$ cat config.mk
export PLATFORM = sky130hd
export DESIGN_NAME = kfi_div
export DESIGN_NICKNAME = d
export VERILOG_FILES = /design/src/rtl/kfi_pkg.sv /design/src/rtl/kfi_div.sv
export SDC_FILE = /design/constraint.sdc
export NUM_CORES = 1
export LEC_CHECK = 0
export BUFFER_PORTS_ARGS = -buffer_cell sky130_fd_sc_hd__clkbuf_2
export CAP_MARGIN = 20
export CORE_UTILIZATION = 33
export CTS_CLUSTER_SIZE = 14
export DETAILED_ROUTE_END_ITERATION = 10
export SKIP_CTS_REPAIR_TIMING = 1
export SYNTH_ARGS = -nofsm -noshare
export SYNTH_HDL_FRONTEND = slang
export SYNTH_SLANG_ARGS = --single-unit
$ cat constraint.sdc
create_clock -name aclk -period 6.5 [get_ports aclk]
set_clock_uncertainty 0.1 [all_clocks]
set_input_delay 1.95 -clock aclk [delete_from_list [all_inputs] [get_ports aclk]]
set_output_delay 1.95 -clock aclk [all_outputs]
set_load 0.03 [all_outputs]
$ cat src/rtl/kfi_pkg.sv
`timescale 1ns / 1ps
`default_nettype none
// shared codes and field widths for the keyframe linear interpolator
// no dependencies

package kfi_pkg;

    localparam int TIME_W  = 32;
    localparam int COORD_W = 32;

    typedef enum logic [1:0] {
        KIND_LOAD  = 2'd0,
        KIND_QUERY = 2'd1,
        KIND_CLEAR = 2'd2,
        KIND_NONE  = 2'd3
    } kind_t;

    typedef enum logic [1:0] {
        ST_OK   = 2'd0,
        ST_FEW  = 2'd1,
        ST_FULL = 2'd2,
        ST_RSVD = 2'd3
    } status_t;

    localparam logic [1:0] PT_PAYLOAD = 2'd0;
    localparam logic [1:0] PT_LAST    = 2'd3;

endpackage

`default_nettype wire

$ cat src/rtl/kfi_div.sv
`timescale 1ns / 1ps
`default_nettype none
// restoring divider for the blend fraction u = (num << FRAC_BITS) / den, clamped to 1.0
// depends on kfi_pkg

module kfi_div import kfi_pkg::*; #(
    parameter int FRAC_BITS = 16
) (
    input  wire                    aclk,
    input  wire                    aresetn,
    input  wire                    start,
    input  wire  [TIME_W-1:0]      num,
    input  wire  [TIME_W-1:0]      den,
    output logic                   done,
    output logic [FRAC_BITS:0]     quot
);

    localparam int UW  = FRAC_BITS + 1;
    localparam int CNW = $clog2(FRAC_BITS + 1);
    localparam logic [UW-1:0] ONE = UW'(1) << FRAC_BITS;

    logic              busy_reg, busy_next;
    logic              done_reg, done_next;
    logic [CNW-1:0]    cnt_reg, cnt_next;
    logic [TIME_W-1:0] rem_reg, rem_next;
    logic [TIME_W-1:0] den_reg, den_next;
    logic [UW-1:0]     q_reg, q_next;
    logic [TIME_W:0]   rem2;

    always_comb begin
        busy_next = busy_reg;
        done_next = 1'b0;
        cnt_next  = cnt_reg;
        rem_next  = rem_reg;
        den_next  = den_reg;
        q_next    = q_reg;
        rem2      = {rem_reg, 1'b0};
        if (start) begin
            den_next = den;
            if (num >= den) begin
                // fraction reaches one
                q_next    = ONE;
                done_next = 1'b1;
            end else begin
                rem_next  = num;
                q_next    = '0;
                cnt_next  = CNW'(FRAC_BITS);
                busy_next = 1'b1;
            end
        end else if (busy_reg) begin
            if (rem2 >= {1'b0, den_reg}) begin
                rem_next = TIME_W'(rem2 - {1'b0, den_reg});
                q_next   = {q_reg[UW-2:0], 1'b1};
            end else begin
                rem_next = rem2[TIME_W-1:0];
                q_next   = {q_reg[UW-2:0], 1'b0};
            end
            cnt_next = cnt_reg - CNW'(1);
            if (cnt_reg == CNW'(1)) begin
                busy_next = 1'b0;
                done_next = 1'b1;
            end
        end
    end

    always_ff @(posedge aclk) begin
        if (!aresetn) begin
            busy_reg <= 1'b0;
            done_reg <= 1'b0;
            cnt_reg  <= '0;
        end else begin
            busy_reg <= busy_next;
            done_reg <= done_next;
            cnt_reg  <= cnt_next;
        end
        rem_reg <= rem_next;
        den_reg <= den_next;
        q_reg   <= q_next;
    end

    assign done = done_reg;
    assign quot = q_reg;

    a_q_bounded: assert property (@(posedge aclk) disable iff (!aresetn)
        done_reg |-> q_reg <= ONE)
        else $error("divider fraction above one");

    a_no_restart: assert property (@(posedge aclk) disable iff (!aresetn)
        busy_reg |-> !start)
        else $error("divider started while busy");

endmodule

`default_nettype wire

; ---- After elaboration in Yosys (flattened, before gate mapping)
; Index checks and enable logic that the tools add are counted.
[word_totals]
out_inout_bits = 18
ff_bits = 88
in_bits = 67
elab_cells = 33
[op_classes]
add_sub_neg = 2
reduce_logical = 2
n_lt_le_gt_ge = 2
eq_ne = 2
mux = 19
[ops]
columns = cell, n
row1 = two-way mux 32 bit, 4
row2 = two-way mux 17 bit, 3
row3 = >= comparator 33 x 32 -> 1 bit, 1
row4 = >= comparator 32 bit, 1
row5 = subtractor 32 bit, 1
row6 = two-way mux 5 bit, 3
row7 = two-way mux 1 bit, 9
row8 = "== test 5 x 1 -> 1 bit, second input constant", 1
row9 = "subtractor 5 x 1 -> 5 bit, second input constant", 1
row10 = "!= test 2 bit, second input constant", 1
row11 = AND reduction 2 bit, 1
row12 = nonzero test 2 bit, 1

; ---- Depth between registers and ports, before layout
; Gate-level depths: netlist of the first run.
[depth]
depth_word = 4
depth_mapped = 13
ltp_nobuf = 11

; ---- Worst setup path after synthesis of the first run
; OpenSTA, ideal clock, no wires.
[synth_path]
path_kind = input to register
from = input den[21]
to = register rem_reg[0], enable pin
arrival_ps = 4384
path_stages = 10
required_time_ps = 6008
setup_slack_ps = 1623
n_path_buf = 0
setup_time_ps = 392
path_cell_list = inv_1 -> ha_1 -> a21o_1 -> a21o_1 -> a2111oi_0 -> nand2_1 -> o211ai_1 -> a31o_2 -> nand2b_1 -> and2_1
[synth_between]
elab_chain_len = 3
[synth_rtl]
columns = item, line
row1 = "start, declared", kfi_div.sv:13  ; input wire [TIME_W-1:0] den,
row2 = >= comparator 32 bit, kfi_div.sv:40  ; if (num >= den) begin
row3 = != test 2 bit (no source line), n/a
row4 = AND reduction 2 bit (no source line), n/a
row5 = "end signal, assigned", kfi_div.sv:76  ; rem_reg <= rem_next;
row6 = "end, declared", kfi_div.sv:25  ; logic [TIME_W-1:0] rem_reg, rem_next;
; No other way between the ends.
; A chain may end at the register's enable or synchronous reset.

; ---- Worst setup path after layout of the first run
[layout_path]
from = input den[21]
to = register rem_reg[23], enable pin
; The elaborated chain is that of the path after synthesis.

==> out/metrics.cfg, run 1 <==
[outcome]
outcome = finished, final reports clean

[layout]
fillers = 1769
multi_input_area_sq_um = 3240
finish.utilization_pct = 39.5
drive_above_1_share_pct = 16.5
finalNetCount = 846
final_area_sq_um = 7190
area_growth_pct = 15.5
seqCellArea_sq_um = 2570
n_antenna_cell = 0

[clock_network]
insertion_delay_ns = 0.36
clockRootBuffer = clkbuf_16
clk_pin_slew_ns = 0.07
cts.sink_count = 88
h-tree-depth = 3
cts_tree = yes
cts_buffers = 9
clockBufferDepth = 2

[grt]
antenna_found_initial = 0
grt_use_total_pct = 15.2
grt_pass1_wl_microns = 23200
grt_overflow = 0
grt_pass1_vias = 4604
grt_max_degree = 49

[die]
start_util_pct = 34.2
ios = 85
core_area_sq_um = 18200
die_w_microns = 139
fp-row-count = 49
die_area_sq_um = 19400
die_h_microns = 139

[sta]
finalHoldViolCount = 0
holdWs_ns = 0.433
rsz0062_at_grt = false
fin_crit_sh_pct = 76.6
relSlewSlack_pct = 40.8
fin_crit_ns = 4.98
tns_ns = 0
tightest_slew_ns = 0.865
finalSetupViolCount = 0
drv_slew = 0
fmax_mhz = 201

[power]
power.total_uw = 2560
power_density_nw_per_um2 = 356
power_frac_clock_pct = 22.9
cellLeakagePower_uw = 0.00324
power_switching_uw = 972
p_sw_share_pct = 38.0
ir_drop_mv = 0.237
power.internal_uw = 1590
seqPwrFrac_pct = 31.4
combPwrFrac_pct = 45.7

[setup_path]
worst-path-max-fanout = 32
cp_num_buf_inv = 3
arrival_ns = 4.88
crit_path_start_kind = primary input
required_ns = 6.40
cp_top_family = compound AO/OA/AOI/OAI gates
cpMaxStageDelayCell = a2111oi_0
worstSetupPathType = in -> reg
crit_top_cell = a21o_1
cp_cell_sequence = clkbuf_2 > inv_1 > ha_1 > a21o_1 > a21o_1 > a2111oi_0 > nand2_1 > o211ai_1 > a31o_2 > nand2b_1 > and2_1 > buf_4
cpPeakStageDelay_ns = 0.79
end_kind = flip-flop

[placed_design]
dp_hpwl_microns = 10800
port-buffer-count = 84
place_area_sq_um = 6860
gp_congestion = 0.833

[job]
cap_viol_max_count = 0

[synthesis]
yosysMostFrequentCell = inv_1
syn_area_per_cell_sq_um = 9.85
netlist_area_sq_um = 6220
syn_nets = 766
ys_ff_latch = 88
synthTopCellsByCount = inv_1 (82), edfxtp_1 (81), ha_1 (66)
synth_top_area_share_pct = 39.1
synthCells = 632
synth_largest_area_cell = edfxtp_1
synth_top_cells_by_area = edfxtp_1 (39%), ha_1 (13%), inv_1 (4.9%)
synth_flop_cell = edfxtp_1
yosysUniqueCellTypes = 69
synth_edf_count = 81
async_flop_share_pct = 0
synth_seq_area_share_pct = 41.3
yosys_warnings = 0

[route]
drcViolationCount = 0
wl_per_cell_microns = 15.1
routed_via_density = 5.07
drtAntennaViolNets = 0
drt_iter0_drc = 282
drt_wl_total_microns = 14200
first_pass_iters = 5
num_vias = 4800

[hold_path]
hold_class = reg -> reg

==> worst paths after layout <==
check,from,to,slack [ns],cells past startpoint
setup / recovery,den[21],rem_reg[23],1.52,12
hold / removal,cnt_reg[0],cnt_reg[0],0.43,1
hold reg to reg,cnt_reg[0],cnt_reg[0],0.43,1
setup reg to reg,rem_reg[9],rem_reg[5],2.73,10
==> area by class of cell <==
class | instances | area share, %
clock buffers | 9 | 3.13
clock inverters | 7 | 1.44
inverters | 83 | 4.33
multi-input cells | 443 | 45.1
flip-flops and latches | 88 | 35.8
well taps | 229 | 3.99
repair buffers | 87 | 6.20
==> cell usage in the layout, fill, tap and decap left out, types with 4 or more instances in the layout <==
cell	n
o311ai_1	6
a21o_1	15
o21ai_0	23
edfxtp_1	81
ha_1	66
nor2b_1	25
nor3_1	7
clkbuf_2	83
nand2b_1	5
nor3b_1	4
nand2_1	36
nor2_1	46
o21ai_1	4
o21a_1	8
nand3_1	11
and3_1	6
mux2i_1	20
a31oi_1	5
o31ai_1	4
a211oi_1	7
xnor2_1	17
nand4_1	4
xor2_1	9
a221o_1	4
a21oi_1	53
buf_4	4
inv_1	82
clkbuf_16	9
dfxtp_1	7
==> per-layer routing <==
layer  vias up  wire [microns]  global-route usage, %
met5         -               0                      0
met4         0             267                   5.91
met3        17             577                   2.72
met2        94            6980                   25.7
met1      2232            6420                   19.3
li1       2457               -                      -
==> cell families (layout without fill, tap and decap cells) <==
logic type                 after synthesis  after routing  share of synthesized area (%)
AOI/OAI and AO/OA                      170            170                           18.8
xor gates and xnor gates                26             26                           3.66
adders and majority gates               67             67                           13.6
buffers and inverters                  101            186                           6.54
DFF                                     88             88                           41.3
muxes                                   20             20                           3.22
and+or+nand+nor                        160            160                           12.8
==> stage by stage <==
step                setup slack (ns)  std cells
floorplan                       1.62        632
global placement                1.11        930
detailed placement              1.11        930
CTS                             1.49        946
global route                    1.34        946
finish                          1.52        946
==> power by group through the flow <==
| stage | logic [uW] | registers (uW) | clock network [uW] |
|---|---|---|---|
| after floorplan | 908 | 830 | 0 |
| after detailed placement | 1160 | 816 | 0 |
| after global placement | 1160 | 813 | 0 |
| after global routing | 1300 | 817 | 614 |
| final | 1170 | 804 | 585 |
| after CTS | 1170 | 804 | 594 |
Power figures use the tool's default switching activity.
==> run 2: changes to the inputs <==
Settings changed: ABC_AREA set to 1.
Clock period 6.5 ns to 4.3 ns, I/O delays scaled along.
==> run 2 against run 1 <==
Synthesized cell count up 58%. Cell area up 14%. Critical path depth up 1. Combinational power up 5%. Die area up 14%. Count of clock-buffer cells in the layout up 1. Worst setup slack worse by 0.29 ns. Final cell count up 44%. Largest cell class unchanged. Highest routed layer unchanged.
==> out/metrics.cfg, run 2 <==
[placed_design]
place_area_sq_um = 7860  ; was 6860 sq um
gp_congestion = 0.904  ; was 0.833
dp_hpwl_microns = 15300  ; was 10,800 microns
dp.cells = 1348  ; was 930
port-buffer-count = 84  ; unchanged
post-place-ws_ns = 0.877  ; was 1.11 ns

[synthesis]
synth_top_area_share_pct = 34.1  ; was 39.1%
synth_compound_area_share_pct = 6.75  ; was 18.8%
synthAdderAreaFrac_pct = 11.9  ; was 13.6%
synth_largest_area_cell = edfxtp_1  ; unchanged
ys_ff_latch = 88  ; unchanged
yosysUniqueCellTypes = 40  ; was 69
synthCells = 996  ; was 632
synth_top_family_by_area = simple AND/OR/NAND/NOR gates  ; was compound AO/OA/AOI/OAI gates
syn_nets = 1130  ; was 766
synth_top_cells_by_area = edfxtp_1 (34%), nand2_1 (17%), ha_1 (12%)  ; was edfxtp_1 (39%), ha_1 (13%), inv_1 (4.9%)
synth_flop_cell = edfxtp_1  ; unchanged
async_flop_share_pct = 0  ; unchanged
yosysMostFrequentCell = nand2_1  ; was inv_1
syn_area_per_cell_sq_um = 7.15  ; was 9.85 sq um
synth_edf_count = 81  ; unchanged
yosys.area_share.xor_xnor_pct = 1.72  ; was 3.66%
netlist_area_sq_um = 7120  ; was 6220 sq um
synthTopCellsByCount = nand2_1 (327), inv_1 (196), edfxtp_1 (81)  ; was inv_1 (82), edfxtp_1 (81), ha_1 (66)
synth_seq_area_share_pct = 36.1  ; was 41.3%
yosys_warnings = 0  ; unchanged
yosys.area_share.simple_pct = 31.7  ; was 12.8%
muxShareOfSynthArea_pct = 0  ; was 3.22%

[power]
cellLeakagePower_uw = 0.00429  ; was 0.00324 uW
power_density_nw_per_um2 = 395  ; was 356 nW/um^2
seqPwrFrac_pct = 34.2  ; was 31.4%
power_switching_uw = 1230  ; was 972 uW
power_frac_clock_pct = 27.7  ; was 22.9%
combPwrFrac_pct = 38.1  ; was 45.7%
p_sw_share_pct = 38.1  ; was 38.0%
power.internal_uw = 2000  ; was 1590 uW
ir_drop_mv = 0.215  ; was 0.237 mV

[layout]
seqCellArea_sq_um = 2570  ; unchanged
final_cell_mix = nand2_1 (327), inv_1 (196), clkbuf_2 (83)  ; was clkbuf_2 (83), inv_1 (82), edfxtp_1 (81)
multi_input_area_sq_um = 3700  ; was 3240 sq um
area_growth_pct = 14.9  ; was 15.5%
final_cell_count_no_fill = 1364  ; was 946
fillers = 2290  ; was 1,769
drive_above_1_share_pct = 12.8  ; was 16.5%
final_common_cell = nand2_1  ; was clkbuf_2
finalNetCount = 1218  ; was 846
final_area_sq_um = 8180  ; was 7190 sq um
n_antenna_cell = 0  ; unchanged

[route]
drcViolationCount = 0  ; unchanged
num_vias = 6328  ; was 4,800
drt_iter0_drc = 429  ; was 282
drtAntennaViolNets = 0  ; unchanged
routed_via_density = 4.64  ; was 5.07
drt_wl_total_microns = 18900  ; was 14,200 microns
first_pass_iters = 5  ; unchanged
wl_per_cell_microns = 13.9  ; was 15.1 microns

[die]
die_area_sq_um = 22200  ; was 19,400 sq um
fp-row-count = 53  ; was 49
core_area_sq_um = 21100  ; was 18,200 sq um
die_h_microns = 149  ; was 139 microns
die_w_microns = 149  ; was 139 microns
start_util_pct = 33.8  ; was 34.2%
ios = 85  ; unchanged

[setup_path]
crit_path_start_kind = primary input  ; unchanged
cpMaxStageDelayCell = buf_4  ; was a2111oi_0
required_ns = 4.23  ; was 6.40 ns
cp_cell_sequence = clkbuf_2 > inv_1 > ha_1 > a21oi_1 > nand2_1 > nand2_1 > nand2_1 > nor2_1 > nand2_1 > nand2_1 > nand3_1 > nand2_1 > buf_4  ; was clkbuf_2 > inv_1 > ha_1 > a21o_1 > a21o_1 > a2111oi_0 > nand2_1 > o211ai_1 > a31o_2 > nand2b_1 > and2_1 > buf_4
arrival_ns = 2.99  ; was 4.88 ns
worstSetupPathType = in -> reg  ; unchanged
end_kind = flip-flop  ; unchanged
cpPeakStageDelay_ns = 0.32  ; was 0.79 ns
crit_top_cell = nand2_1  ; was a21o_1
worst-path-max-fanout = 25  ; was 32

[hold_path]
hold_class = reg -> reg  ; unchanged

[grt]
grt_use_total_pct = 18.0  ; was 15.2%
antenna_found_initial = 0  ; unchanged
grt_pass1_vias = 6130  ; was 4,604
grt_pass1_wl_microns = 30900  ; was 23,200 microns
grt_overflow = 0  ; unchanged
grt_max_degree = 48  ; was 49

[clock_network]
insertion_delay_ns = 0.36  ; about the same
cts_buffers = 9  ; unchanged
clockBufferDepth = 2  ; unchanged
cts.sink_count = 88  ; unchanged
clk_pin_slew_ns = 0.07  ; about the same
cts_tree = yes  ; unchanged
h-tree-depth = 3  ; unchanged
clockRootBuffer = clkbuf_16  ; unchanged

[sta]
layout_setup_ws_ns = 1.23  ; was 1.52 ns
fmax_mhz = 326
finalSetupViolCount = 0  ; unchanged
fin_crit_ns = 3.07
rsz0062_at_grt = false  ; unchanged
fin_crit_sh_pct = 71.3
finalHoldViolCount = 0  ; unchanged
relSlewSlack_pct = 59.4  ; was 40.8%
holdWs_ns = 0.395  ; was 0.433 ns
tns_ns = 0  ; unchanged
drv_slew = 0  ; unchanged
tightest_slew_ns = 0.602  ; was 0.865 ns

[job]
cap_viol_max_count = 0  ; unchanged

[outcome]
outcome = finished, final reports clean  ; unchanged

-- run 2: per-layer routing --
layer,track usage [%],vias up,part of all wire [%]
li1,-,3325,-
met1,25.5,2862,50
met2,28.2,122,44
met3,2.81,19,3.9
met4,4.80,0,1.6
met5,0,-,0
-- run 2: cell families (layout without fill, tap and decap cells) --
| kind of cell | count (synthesis) | after routing |
|---|---|---|
| buf+inv | 216 | 309 |
| simple gates | 525 | 525 |
| flops | 88 | 88 |
| fa+ha+maj | 67 | 67 |
| compound gates | 86 | 86 |
| xor+xnor | 14 | 14 |
-- run 2: layout make-up --
cell class / count / share of cell area [%]
clock buffer: 10 / 2.80
inverter: 201 / 9.22
clock inverter: 6 / 1.19
sequential: 88 / 31.4
multi-input combinational: 692 / 45.3
tap: 275 / 4.21
timing repair buffer: 92 / 5.87
-- run 2: power by group through the flow --
| stage | Clock, uW | Combinational (uW) | Sequential [uW] |
|---|---|---|---|
| final | 898 | 1230 | 1110 |
| after global routing | 948 | 1390 | 1120 |
| after CTS | 917 | 1220 | 1110 |
| after detailed placement | 0 | 1220 | 1130 |
| after global placement | 0 | 1210 | 1120 |
| after floorplan | 0 | 867 | 1150 |
-- run 2: through the flow --
stage	util [%]	power (uW)
after floorplan	-	2020
after global placement	37.2	2330
after detailed placement	37.2	2340
after CTS	38.8	3250
after global routing	38.8	3460
final	38.8	3240
-- run 2: worst max-delay path: cells and delay by family --
kind / cells / cell delay [ns]
and+or+nand+nor: 8 / 0.76
buffers and inverters: 3 / 0.45
adders and majority gates: 1 / 0.31
AOI/OAI and AO/OA: 1 / 0.16
-- run 2: path summary, 6_finish.rpt --
kind / startpoint / cells past startpoint / slack (ns) / endpoint
setup / recovery: den[11] / 13 / 1.23 / rem_reg[9]
setup reg to reg: rem_reg[11] / 13 / 1.42 / rem_reg[21]
hold reg to reg: cnt_reg[1] / 2 / 0.39 / cnt_reg[1]
hold / removal: cnt_reg[1] / 2 / 0.39 / cnt_reg[1]
